`src/pps_timestamp_extender_assert.svh`:
```
// assertion macros used by the top-level rtl file pps_timestamp_extender.sv
`ifndef PPS_TIMESTAMP_EXTENDER_ASSERT_SVH
`define PPS_TIMESTAMP_EXTENDER_ASSERT_SVH

// consequent must hold in the same cycle as the antecedent
`define PPS_ASSERT_IMP(lbl, clk, rstn, ante, cons) \
  lbl: assert property (@(posedge clk) disable iff (!rstn) (ante) |-> (cons)) \
    else $error("pps_timestamp_extender: assertion failed");

// consequent must hold in the cycle after the antecedent
`define PPS_ASSERT_NEXT(lbl, clk, rstn, ante, cons) \
  lbl: assert property (@(posedge clk) disable iff (!rstn) (ante) |=> (cons)) \
    else $error("pps_timestamp_extender: assertion failed");

`endif

```
`src/pps_ts_pkg.sv`:
```
package pps_ts_pkg;

  localparam int unsigned CntW = 32;
  localparam int unsigned SeqW = 64;

  localparam logic [CntW-1:0] RESET_PERIOD = 32'd24000000;
  // reload value is two's complement of the period
  localparam logic [CntW-1:0] RESET_RELOAD = ~RESET_PERIOD + 32'd1;

  localparam logic FUNC_EVENT = 1'b0;
  localparam logic FUNC_QUEUE = 1'b1;

  typedef struct packed {
    logic            func;
    logic            overflow_flag;
    logic            capture_flag;
    logic [CntW-1:0] counter_now;
    logic [CntW-1:0] captured_count;
    logic [CntW-1:0] adjust_value;
  } item_t;

  typedef struct packed {
    logic [SeqW-1:0] tick_seq;
    logic [CntW-1:0] prev_reload;
    logic [CntW-1:0] cur_reload;
    logic [CntW-1:0] pend_adjust;
  } state_t;

  typedef struct packed {
    logic            overflow_seen;
    logic [SeqW-1:0] overflow_event_seq;
    logic [SeqW-1:0] overflow_irq_seq;
    logic [CntW-1:0] load_value;
    logic [CntW-1:0] match_value;
    logic            capture_seen;
    logic [SeqW-1:0] capture_event_seq;
    logic [SeqW-1:0] capture_irq_seq;
  } result_t;

endpackage

```
`src/pps_timestamp_extender.sv`:
```
// pps timestamp extender
// input channel (in_valid_i / in_ready_o) takes one word per timer interrupt
// or per queued one-shot period adjustment (func_i high). output channel
// (out_valid_o / out_ready_i) returns exactly one result word for each input
// word, in order. nominal_period is written through cfg_we_i / cfg_wdata_i
// while the block is idle, a user rule the block does not enforce; it takes
// effect at the next overflow. a word passes an input register and a result
// register before out_valid_o rises; one word per cycle passes while the
// receiver takes each result. the tick/reload state is read and updated in
// the cycle a word moves from the input register to the result register.
// reset empties both registers and clears the 64-bit tick sequence, the
// previous reload and the queued adjustment; the current reload becomes 2^32
// minus 24000000 and nominal_period returns to 24000000.
// when the receiver stalls the result holds; one more word waits in the
// input register, then in_ready_o drops until the result is taken.
`include "pps_timestamp_extender_assert.svh"

module pps_timestamp_extender (
  input  logic        clk_i,
  input  logic        rst_ni,
  input  logic        cfg_we_i,
  input  logic [31:0] cfg_wdata_i,
  input  logic        in_valid_i,
  output logic        in_ready_o,
  input  logic        func_i,
  input  logic        overflow_flag_i,
  input  logic        capture_flag_i,
  input  logic [31:0] counter_now_i,
  input  logic [31:0] captured_count_i,
  input  logic [31:0] adjust_value_i,
  output logic        out_valid_o,
  input  logic        out_ready_i,
  output logic        overflow_seen_o,
  output logic [63:0] overflow_event_seq_o,
  output logic [63:0] overflow_irq_seq_o,
  output logic [31:0] load_value_o,
  output logic [31:0] match_value_o,
  output logic        capture_seen_o,
  output logic [63:0] capture_event_seq_o,
  output logic [63:0] capture_irq_seq_o
);

  pps_ts_pkg::item_t           item_q;
  logic                        item_valid_q;
  pps_ts_pkg::result_t         out_q;
  logic                        out_valid_q;
  pps_ts_pkg::state_t          state;
  pps_ts_pkg::state_t          state_d;
  pps_ts_pkg::result_t         result_d;
  logic [pps_ts_pkg::CntW-1:0] nominal_period;
  logic                        out_free;
  logic                        fire;
  logic                        in_accept;

  assign out_free   = !out_valid_q || out_ready_i;
  assign fire       = item_valid_q && out_free;
  assign in_ready_o = !item_valid_q || out_free;
  assign in_accept  = in_valid_i && in_ready_o;

  always_ff @(posedge clk_i or negedge rst_ni) begin
    if (!rst_ni) begin
      item_valid_q <= 1'b0;
    end else if (in_ready_o) begin
      item_valid_q <= in_valid_i;
    end
  end

  always_ff @(posedge clk_i) begin
    if (in_accept) begin
      item_q.func           <= func_i;
      item_q.overflow_flag  <= overflow_flag_i;
      item_q.capture_flag   <= capture_flag_i;
      item_q.counter_now    <= counter_now_i;
      item_q.captured_count <= captured_count_i;
      item_q.adjust_value   <= adjust_value_i;
    end
  end

  pps_ts_state u_state (
    .clk_i            (clk_i),
    .rst_ni           (rst_ni),
    .update_i         (fire),
    .state_d_i        (state_d),
    .cfg_we_i         (cfg_we_i),
    .cfg_wdata_i      (cfg_wdata_i),
    .state_o          (state),
    .nominal_period_o (nominal_period)
  );

  pps_ts_calc u_calc (
    .item_i           (item_q),
    .state_i          (state),
    .nominal_period_i (nominal_period),
    .state_o          (state_d),
    .result_o         (result_d)
  );

  always_ff @(posedge clk_i or negedge rst_ni) begin
    if (!rst_ni) begin
      out_valid_q <= 1'b0;
    end else if (out_free) begin
      out_valid_q <= item_valid_q;
    end
  end

  always_ff @(posedge clk_i) begin
    if (fire) begin
      out_q <= result_d;
    end
  end

  assign out_valid_o          = out_valid_q;
  assign overflow_seen_o      = out_q.overflow_seen;
  assign overflow_event_seq_o = out_q.overflow_event_seq;
  assign overflow_irq_seq_o   = out_q.overflow_irq_seq;
  assign load_value_o         = out_q.load_value;
  assign match_value_o        = out_q.match_value;
  assign capture_seen_o       = out_q.capture_seen;
  assign capture_event_seq_o  = out_q.capture_event_seq;
  assign capture_irq_seq_o    = out_q.capture_irq_seq;

  `PPS_ASSERT_NEXT(a_queue_adjust, clk_i, rst_ni,
    fire && (item_q.func == pps_ts_pkg::FUNC_QUEUE),
    state.pend_adjust == $past(item_q.adjust_value))
  `PPS_ASSERT_NEXT(a_ovf_update, clk_i, rst_ni,
    fire && (item_q.func == pps_ts_pkg::FUNC_EVENT) && item_q.overflow_flag,
    (state.pend_adjust == '0) && (state.prev_reload == $past(state.cur_reload)))
  `PPS_ASSERT_NEXT(a_item_held, clk_i, rst_ni,
    item_valid_q && !out_free, item_valid_q)
  `PPS_ASSERT_NEXT(a_result_follows, clk_i, rst_ni, fire, out_valid_q)

endmodule

```
`src/pps_ts_calc.sv`:
```
module pps_ts_calc (
  input  pps_ts_pkg::item_t         item_i,
  input  pps_ts_pkg::state_t        state_i,
  input  logic [pps_ts_pkg::CntW-1:0] nominal_period_i,
  output pps_ts_pkg::state_t        state_o,
  output pps_ts_pkg::result_t       result_o
);

  logic [pps_ts_pkg::CntW-1:0] prev_ticks;
  logic [pps_ts_pkg::CntW-1:0] period;
  logic [pps_ts_pkg::CntW-1:0] period_sum;
  logic [pps_ts_pkg::SeqW-1:0] tick_ovf;
  logic [pps_ts_pkg::SeqW-1:0] tick_base;
  logic [pps_ts_pkg::CntW-1:0] base_reload;
  logic [pps_ts_pkg::CntW-1:0] cnt_from_cur;
  logic [pps_ts_pkg::CntW-1:0] cnt_from_prev;
  logic [pps_ts_pkg::CntW-1:0] cap_from_base;
  logic [pps_ts_pkg::CntW-1:0] cap_period;
  logic [pps_ts_pkg::SeqW-1:0] irq_late;
  logic [pps_ts_pkg::SeqW-1:0] irq_early;
  logic [pps_ts_pkg::SeqW-1:0] ev_plain;
  logic [pps_ts_pkg::SeqW-1:0] ev_before;
  logic                        cap_after_read;

  assign prev_ticks     = ~state_i.prev_reload + 32'd1;
  assign period         = ~state_i.cur_reload + 32'd1;
  assign period_sum     = nominal_period_i + state_i.pend_adjust;
  assign tick_ovf       = state_i.tick_seq + {32'd0, prev_ticks};
  assign tick_base      = item_i.overflow_flag ? tick_ovf : state_i.tick_seq;
  // after an overflow the reload that counts is the one just loaded
  assign base_reload    = item_i.overflow_flag ? state_i.cur_reload : state_i.prev_reload;
  assign cnt_from_cur   = item_i.counter_now - state_i.cur_reload;
  assign cnt_from_prev  = item_i.counter_now - state_i.prev_reload;
  assign cap_from_base  = item_i.captured_count - base_reload;
  assign cap_period     = ~item_i.captured_count + 32'd1;
  assign cap_after_read = item_i.captured_count > item_i.counter_now;

  assign irq_late  = tick_ovf + {32'd0, cnt_from_cur};
  assign irq_early = state_i.tick_seq + {32'd0, cnt_from_prev};
  assign ev_plain  = tick_base + {32'd0, cap_from_base};
  assign ev_before = tick_ovf - {32'd0, cap_period};

  always_comb begin
    state_o  = state_i;
    result_o = '0;
    if (item_i.func == pps_ts_pkg::FUNC_QUEUE) begin
      state_o.pend_adjust = item_i.adjust_value;
    end else begin
      if (item_i.overflow_flag) begin
        state_o.tick_seq    = tick_ovf;
        state_o.prev_reload = state_i.cur_reload;
        state_o.cur_reload  = ~period_sum + 32'd1;
        state_o.pend_adjust = '0;
        result_o.overflow_seen      = 1'b1;
        result_o.overflow_event_seq = tick_ovf;
        result_o.overflow_irq_seq   = irq_late;
        result_o.load_value         = ~period_sum + 32'd1;
        result_o.match_value        = ~(period >> 1) + 32'd1;
      end
      if (item_i.capture_flag) begin
        result_o.capture_seen      = 1'b1;
        result_o.capture_event_seq =
          (item_i.overflow_flag && cap_after_read) ? ev_before : ev_plain;
        // edge before the reload but read after it: read counts from the new reload
        result_o.capture_irq_seq   =
          (item_i.overflow_flag || cap_after_read) ? irq_late : irq_early;
      end
    end
  end

endmodule

```
`src/pps_ts_state.sv`:
```
module pps_ts_state (
  input  logic                        clk_i,
  input  logic                        rst_ni,
  input  logic                        update_i,
  input  pps_ts_pkg::state_t          state_d_i,
  input  logic                        cfg_we_i,
  input  logic [pps_ts_pkg::CntW-1:0] cfg_wdata_i,
  output pps_ts_pkg::state_t          state_o,
  output logic [pps_ts_pkg::CntW-1:0] nominal_period_o
);

  pps_ts_pkg::state_t          state_q;
  logic [pps_ts_pkg::CntW-1:0] nominal_q;

  always_ff @(posedge clk_i or negedge rst_ni) begin
    if (!rst_ni) begin
      state_q.tick_seq    <= '0;
      state_q.prev_reload <= '0;
      state_q.cur_reload  <= pps_ts_pkg::RESET_RELOAD;
      state_q.pend_adjust <= '0;
    end else if (update_i) begin
      state_q <= state_d_i;
    end
  end

  always_ff @(posedge clk_i or negedge rst_ni) begin
    if (!rst_ni) begin
      nominal_q <= pps_ts_pkg::RESET_PERIOD;
    end else if (cfg_we_i) begin
      nominal_q <= cfg_wdata_i;
    end
  end

  assign state_o          = state_q;
  assign nominal_period_o = nominal_q;

endmodule

```
`config.mk`:
```
export PLATFORM = sky130hd
export DESIGN_NAME = pps_timestamp_extender
export DESIGN_NICKNAME = d
export VERILOG_FILES = /design/src/pps_ts_pkg.sv /design/src/pps_timestamp_extender.sv /design/src/pps_ts_calc.sv /design/src/pps_ts_state.sv
export VERILOG_INCLUDE_DIRS = /design/src /design/src/src
export SDC_FILE = /design/constraint.sdc
export NUM_CORES = 2
export LEC_CHECK = 0
export BUFFER_PORTS_ARGS = -buffer_cell sky130_fd_sc_hd__buf_2
export CAP_MARGIN = 30
export CORE_MARGIN = 3
export CORE_UTILIZATION = 55
export CTS_CLUSTER_DIAMETER = 100
export DETAILED_ROUTE_END_ITERATION = 8
export PLACE_DENSITY_LB_ADDON = 0.05
export SETUP_SLACK_MARGIN = 0.5
export SYNTH_ARGS = -nofsm -noshare
export SYNTH_HDL_FRONTEND = slang
export SYNTH_SLANG_ARGS = --single-unit
```
`constraint.sdc`:
```
create_clock -name clk_i -period 24.9 [get_ports clk_i]
set_clock_uncertainty 0.15 [all_clocks]
set_input_delay 4.98 -clock clk_i [delete_from_list [all_inputs] [get_ports clk_i]]
set_output_delay 4.98 -clock clk_i [all_outputs]
set_load 0.03 [all_outputs]
```
## Word-level counts from Yosys, hierarchy flattened

Index checks and enable logic that the tools add are counted.

| cells by class | value |
|---|---|
| order comparisons | 1 |
| add/sub/neg operators | 14 |
| shifts and indexed selects | 0 |
| bitwise logic cells | 8 |
| reduce and logical (&&, ||, !) cells | 13 |
| equality and inequality tests | 0 |
| $mul | 0 |
| muxes and demuxes | 8 |
| divide/modulo/power cells | 0 |

Operator list:

| cell | count |
|---|---|
| adder 64 x 32 -> 64 bit | 4 |
| 2-to-1 mux 193 bit | 1 |
| 2-to-1 mux 64 bit | 3 |
| adder 32 x 1 -> 32 bit, second input constant | 5 |
| 2-to-1 mux 129 bit | 1 |
| NOT 32 bit | 4 |
| 2-to-1 mux 32 bit | 3 |
| subtractor 32 bit | 3 |
| subtractor 64 x 32 -> 64 bit | 1 |
| adder 32 bit | 1 |
| greater-than comparator 32 bit | 1 |
| NOT 31 -> 32 bit | 1 |
| OR reduction 2 bit | 2 |
| logical AND 1 bit | 3 |
| logical OR 1 bit | 3 |
| NOT 1 bit | 3 |
| AND reduction 3 bit | 1 |
| zero test 1 bit | 2 |
| AND reduction 2 bit | 1 |
| nonzero test 2 bit | 1 |

| word-level totals | value |
|---|---|
| memories | 0 |
| latch bits | 0 |
| word-level logic and storage cells | 65 |
| input bits | 136 |
| register bits after elaboration | 615 |
| output and inout bits | 324 |
| bits in writable memories | 0 |
| bits in read-only memories | 0 |

## Depth between registers and ports, before layout

| depth | value |
|---|---|
| depth in word-level cells | 7 |
| mapped depth | 42 |
| depth with buffers taken out | 35 |

## By module

Synthesis repeated with hierarchy kept, for this count alone.

| unflattened totals | value |
|---|---|
| cell total of the unflattened synthesis | 5114 |
| area total of the unflattened synthesis | 48646.7 µm² |

Modules (own cells, without submodules):

| module | instances | area an instance (µm²) | cells each | sequential area each (µm²) |
|---|---|---|---|---|
| pps_ts_calc | 1 | 28337.2 | 4279 | 0.0 |
| pps_timestamp_extender | 1 | 12746.0 | 429 | 12692.2 |
| pps_ts_state | 1 | 7563.5 | 406 | 4834.6 |

## Worst setup path before layout

No wires, ideal clock.

| timing | value |
|---|---|
| kind | input -> register |
| start point | input out_ready_i |
| end point | register u_state.state_q, in the netlist u_state.state_o[10] |
| path slack | 10411 ps |
| buffers on the path | 1 |
| stages on the path | 5 |
| library setup time | 121 ps |
| data arrival time | 14218 ps |
| required time | 24629 ps |
| path through | nand2b_1 -> and2_1 -> o21ai_1 -> clkbuf_1 -> a22o_1 |

| on the way | value |
|---|---|
| word-level cells in the longest chain between the ends | 3 |

Ends and longest elaborated chain:

| item | line | RTL |
|---|---|---|
| start: declaration | pps_timestamp_extender.sv:32 | `input logic out_ready_i,` |
| logical OR 1 bit | pps_timestamp_extender.sv:55 | `assign out_free = !out_valid_q \|\| out_ready_i;` |
| logical AND 1 bit | pps_timestamp_extender.sv:56 | `assign fire = item_valid_q && out_free;` |
| named net fire | pps_timestamp_extender.sv:52 | `logic fire;` |
| AND reduction 2 bit (no source line) | - |  |
| end signal: assignment | pps_ts_state.sv:22 | `state_q <= state_d_i;` |
| end: declaration | pps_ts_state.sv:12 | `pps_ts_pkg::state_t state_q;` |

The timed path passes the listed nets, and every way through them passes these cells.
A chain may end at the register's enable or synchronous reset.

## Worst setup path after layout

| timing | value |
|---|---|
| start point | input out_ready_i |
| end point | output in_ready_o |

| on the way | value |
|---|---|
| word-level cells in the longest chain between the ends | 2 |

Ends and longest elaborated chain:

| item | line | RTL |
|---|---|---|
| logical OR 1 bit | pps_timestamp_extender.sv:55 |  |
| logical OR 1 bit | pps_timestamp_extender.sv:57 | `assign in_ready_o = !item_valid_q \|\| out_free;` |
| end: declaration | pps_timestamp_extender.sv:24 | `output logic in_ready_o,` |

No other way between the ends.

==> metrics.md <==
| Metric | Value |
|---|---|
| Status | `complete, no violations` |
| Worst EP required | `19.77 ns` |
| Post-synthesis sequential area ratio | `39.3%` |
| Worst Tran Pin Value | `roughly 1.3 ns` |
| Nets | `5,660` |
| Max incr delay on CP | `roughly 0.20 ns` |
| Die Ht | `291 um` |
| Cts repair resizes | `0` |
| Crit path cell chain | `buf_2, nand3b_1, buf_2` |
| Wire per inst | `roughly 23 um` |
| Share of layout cells above drive strength 1 | `15.1%` |
| Cts bufs inserted | `approximately 70` |
| Main flop type after synthesis | `edfxtp_1` |
| Final GP Congestion | `around 0.96` |
| Dpl hpwl | `~110,000 um` |
| Min cycle time layout | `roughly 11 ns` |
| Vias | `approximately 38,000` |
| Total GRT Usage | `~34%` |
| Synth top area share | `around 28%` |
| Initial antenna violation count | `16` |
| Worst-path maximum fanout | `3` |
| Avg Cell Area, Syn | `slightly above 9 um^2` |
| Number of synthesized flops with an enable pin | `roughly 420` |
| DIE WIDTH | `291 um` |
| Vias per Instance | `6.08` |
| Crit start category | `primary input` |
| Final hold viol count | `0` |
| Async set-reset flop share out of synthesis | `between 30% and 40%` |
| Synth unique cells | `just over 100` |
| Yosys warnings | `0` |
| First-pass GRT wire length | `~220,000 um` |
| Pin count of the biggest net entering global routing | `slightly below 100` |
| RSZ-0062 raised after global routing | `no` |
| Fin. max-slew vios | `0` |
| CP top delay family | `buffers and inverters` |
| Critical path endpoint category | `output pin` |
| CTS tree | `done` |
| Buf/Inv on CP | `2` |
| CTS Sinks | `between 600 and 700` |
| Max Freq | `about 94 MHz` |
| Clock Latency Late Sink | `approximately 0.63 ns` |
| Post-Syn Area | `0.0446 mm^2` |
| Setup TNS | `0 ns` |
| Htree depth | `3` |
| Initial core utilization | `56.0%` |
| Top Ports | `between 400 and 500` |
| Worst hold-check path type | `flop to flop` |
| Standard-cell rows | `103` |
| Die area | `around 0.085 mm^2` |
| Final Setup Violations | `0` |
| Clock root buffer | `clkbuf_16` |
| Slew margin rel. | `13.1%` |
| Synth-to-Final Area Change | `12.9%` |
| Worst-path clk slew | `around 0.06 ns` |
| Gr ovfl total | `0` |
| Number of max-cap violations | `0` |
| Cell taking the most area after synthesis | `edfxtp_1` |
| Post-route clock period utilization | `42.5%` |
| Post-Syn Instances | `4,800` |
| Pre-antenna DRT Iters | `7` |
| Cell mode on critical path | `buf_2` |
| 1st-iter DRT viols | `roughly 3,700` |
| Vias in the first global route | `approximately 37,000` |
| Post-route ant nets | `0` |
| Port buffer count | `459` |
| Ranking of synthesized cells by area | `edfxtp_1, dfrtp_1, ha_1` |
| CORE AREA | `roughly 0.08 mm^2` |
| Drc violations | `0` |
| Post-synth net total | `approximately 5,300` |
| Cts hold-fix bufs | `0` |
| Drt total wl | `~150,000 um` |
| Post-CTS setup buffers | `0` |
| Critical path class | `primary input to output pin` |
| Clock tree buffer depth | `3` |
| Critical path arrival | `between 5 and 6 ns` |
| Critical path's slowest cell | `buf_2` |
| Yosys reg bits | `615` |
-- kinds of logic (layout without fill, tap and decap cells) --
| kind of cell | after synthesis | after routing | share of synthesized area (%) |
|---|---|---|---|
| AOI/OAI and AO/OA | 1144 | 1144 | 16.6 |
| xor gates and xnor gates | 580 | 580 | 11.5 |
| adders and majority gates | 329 | 329 | 9.35 |
| buffers and inverters | 415 | 872 | 3.52 |
| DFF | 615 | 615 | 39.3 |
| muxes | 99 | 99 | 2.40 |
| other | 0 | 7 | 0 |
| and+or+nand+nor | 1618 | 1618 | 17.4 |
-- final timing paths --
path | from | end | slack [ns] | depth (start not counted)
max | out_ready_i | in_ready_o | 14.32 | 3
min reg2reg | item_q[0]$_DFFE_PP_ | u_state.state_o[0]$_DFFE_PN0P_ | 0.30 | 1
min in group asynchronous | rst_ni | u_state.nominal_period_o[2]$_DFFE_PN0P_ | 4.24 | 1
max reg2reg | u_state.state_o[66]$_DFFE_PN0P_ | capture_event_seq_o[56]$_SDFFCE_PP0P_ | 15.41 | 34
max in group asynchronous | rst_ni | u_state.state_o[153]$_DFFE_PN0P_ | 18.18 | 3
min | item_q[0]$_DFFE_PP_ | u_state.state_o[0]$_DFFE_PN0P_ | 0.30 | 1
-- metal layers --
metal  track usage, %  up-vias  part of all wire, %
met1             46.4    18300                   43
met4             11.1       14                  3.5
met3             7.31      281                  9.6
met2             52.7     1701                   44
li1                 -    18100                    -
met5                0        -                0.044
-- synthesized netlist by cell type, types with 25 or more instances --
cell / number
a211oi_1: 56
nor3_1: 119
nand2b_1: 64
or3_1: 48
clkbuf_1: 157
mux2i_1: 36
xnor2_1: 395
nor4_1: 34
xor2_1: 182
dfrtp_1: 170
and2_1: 47
a22o_1: 33
o211ai_1: 30
edfxtp_1: 421
nand4_1: 56
nor2b_1: 46
o21ai_0: 252
a21o_1: 147
nor2_1: 488
o21bai_1: 39
a31oi_1: 40
o21a_1: 50
nand2_1: 418
buf_1: 25
a21oi_1: 311
o22ai_1: 30
ha_1: 316
inv_1: 225
mux2_2: 63
nand3_1: 133
and3_1: 60
-- cell type report --
type / instances / area (um^2)
Clock buffer: 85 / 1930
Inverter: 227 / 852
Antenna cell: 7 / 17.5
Timing Repair Buffer: 514 / 2730
Clock inverter: 46 / 438
Multi-Input combinational cell: 3770 / 25600
Fill cell: 6798 / 29300
Sequential cell: 615 / 17500
Tap cell: 1050 / 1310
-- cells in the final DEF, fill, tap and decap left out, types with 52 or more instances in the layout --
cell,n
buf_4,52
nand4_1,56
o21ai_0,252
inv_1,224
xor2_1,182
and3_1,60
a21o_1,147
ha_1,316
buf_2,460
nand2b_1,62
edfxtp_1,421
mux2_2,63
a21oi_1,311
dfrtp_1,170
nor2_1,487
nand3_1,133
nor3_1,119
xnor2_1,395
clkbuf_16,74
nand2_1,416
a211oi_1,56
-- metrics by stage --
| step | util [%] | hold WS, ns | cells | area [um^2] | setup WS, ns |
|---|---|---|---|---|---|
| 4_1_cts | 63.2 | 0.302 | 6306 | 50300 | 14.31 |
| 3_5_place_dp | 60.2 | 0.303 | 6175 | 48000 | 14.31 |
| 2_1_floorplan | - | 0.293 | 4800 | 44600 | 10.41 |
| 5_1_grt | 63.3 | 0.323 | 6307 | 50400 | 14.27 |
| 6_report | 63.3 | 0.305 | 6314 | 50400 | 14.32 |
| 3_3_place_gp | 60.2 | 0.295 | 6173 | 48000 | 14.32 |
-- flip-flops by register name, summed over array words and instances (netlist names) --
register                  cells
u_state.state_o             160
match_value_o                32
load_value_o                 32
capture_event_seq_o          64
out_valid_o                   1
item_q                       99
overflow_event_seq_o         64
capture_seen_o                1
item_valid_q                  1
capture_irq_seq_o            64
overflow_seen_o               1
overflow_irq_seq_o           64
u_state.nominal_period_o     32
Power is not shown: default switching activity piles up to over one toggle a cycle in this logic, so the estimate is an artifact.
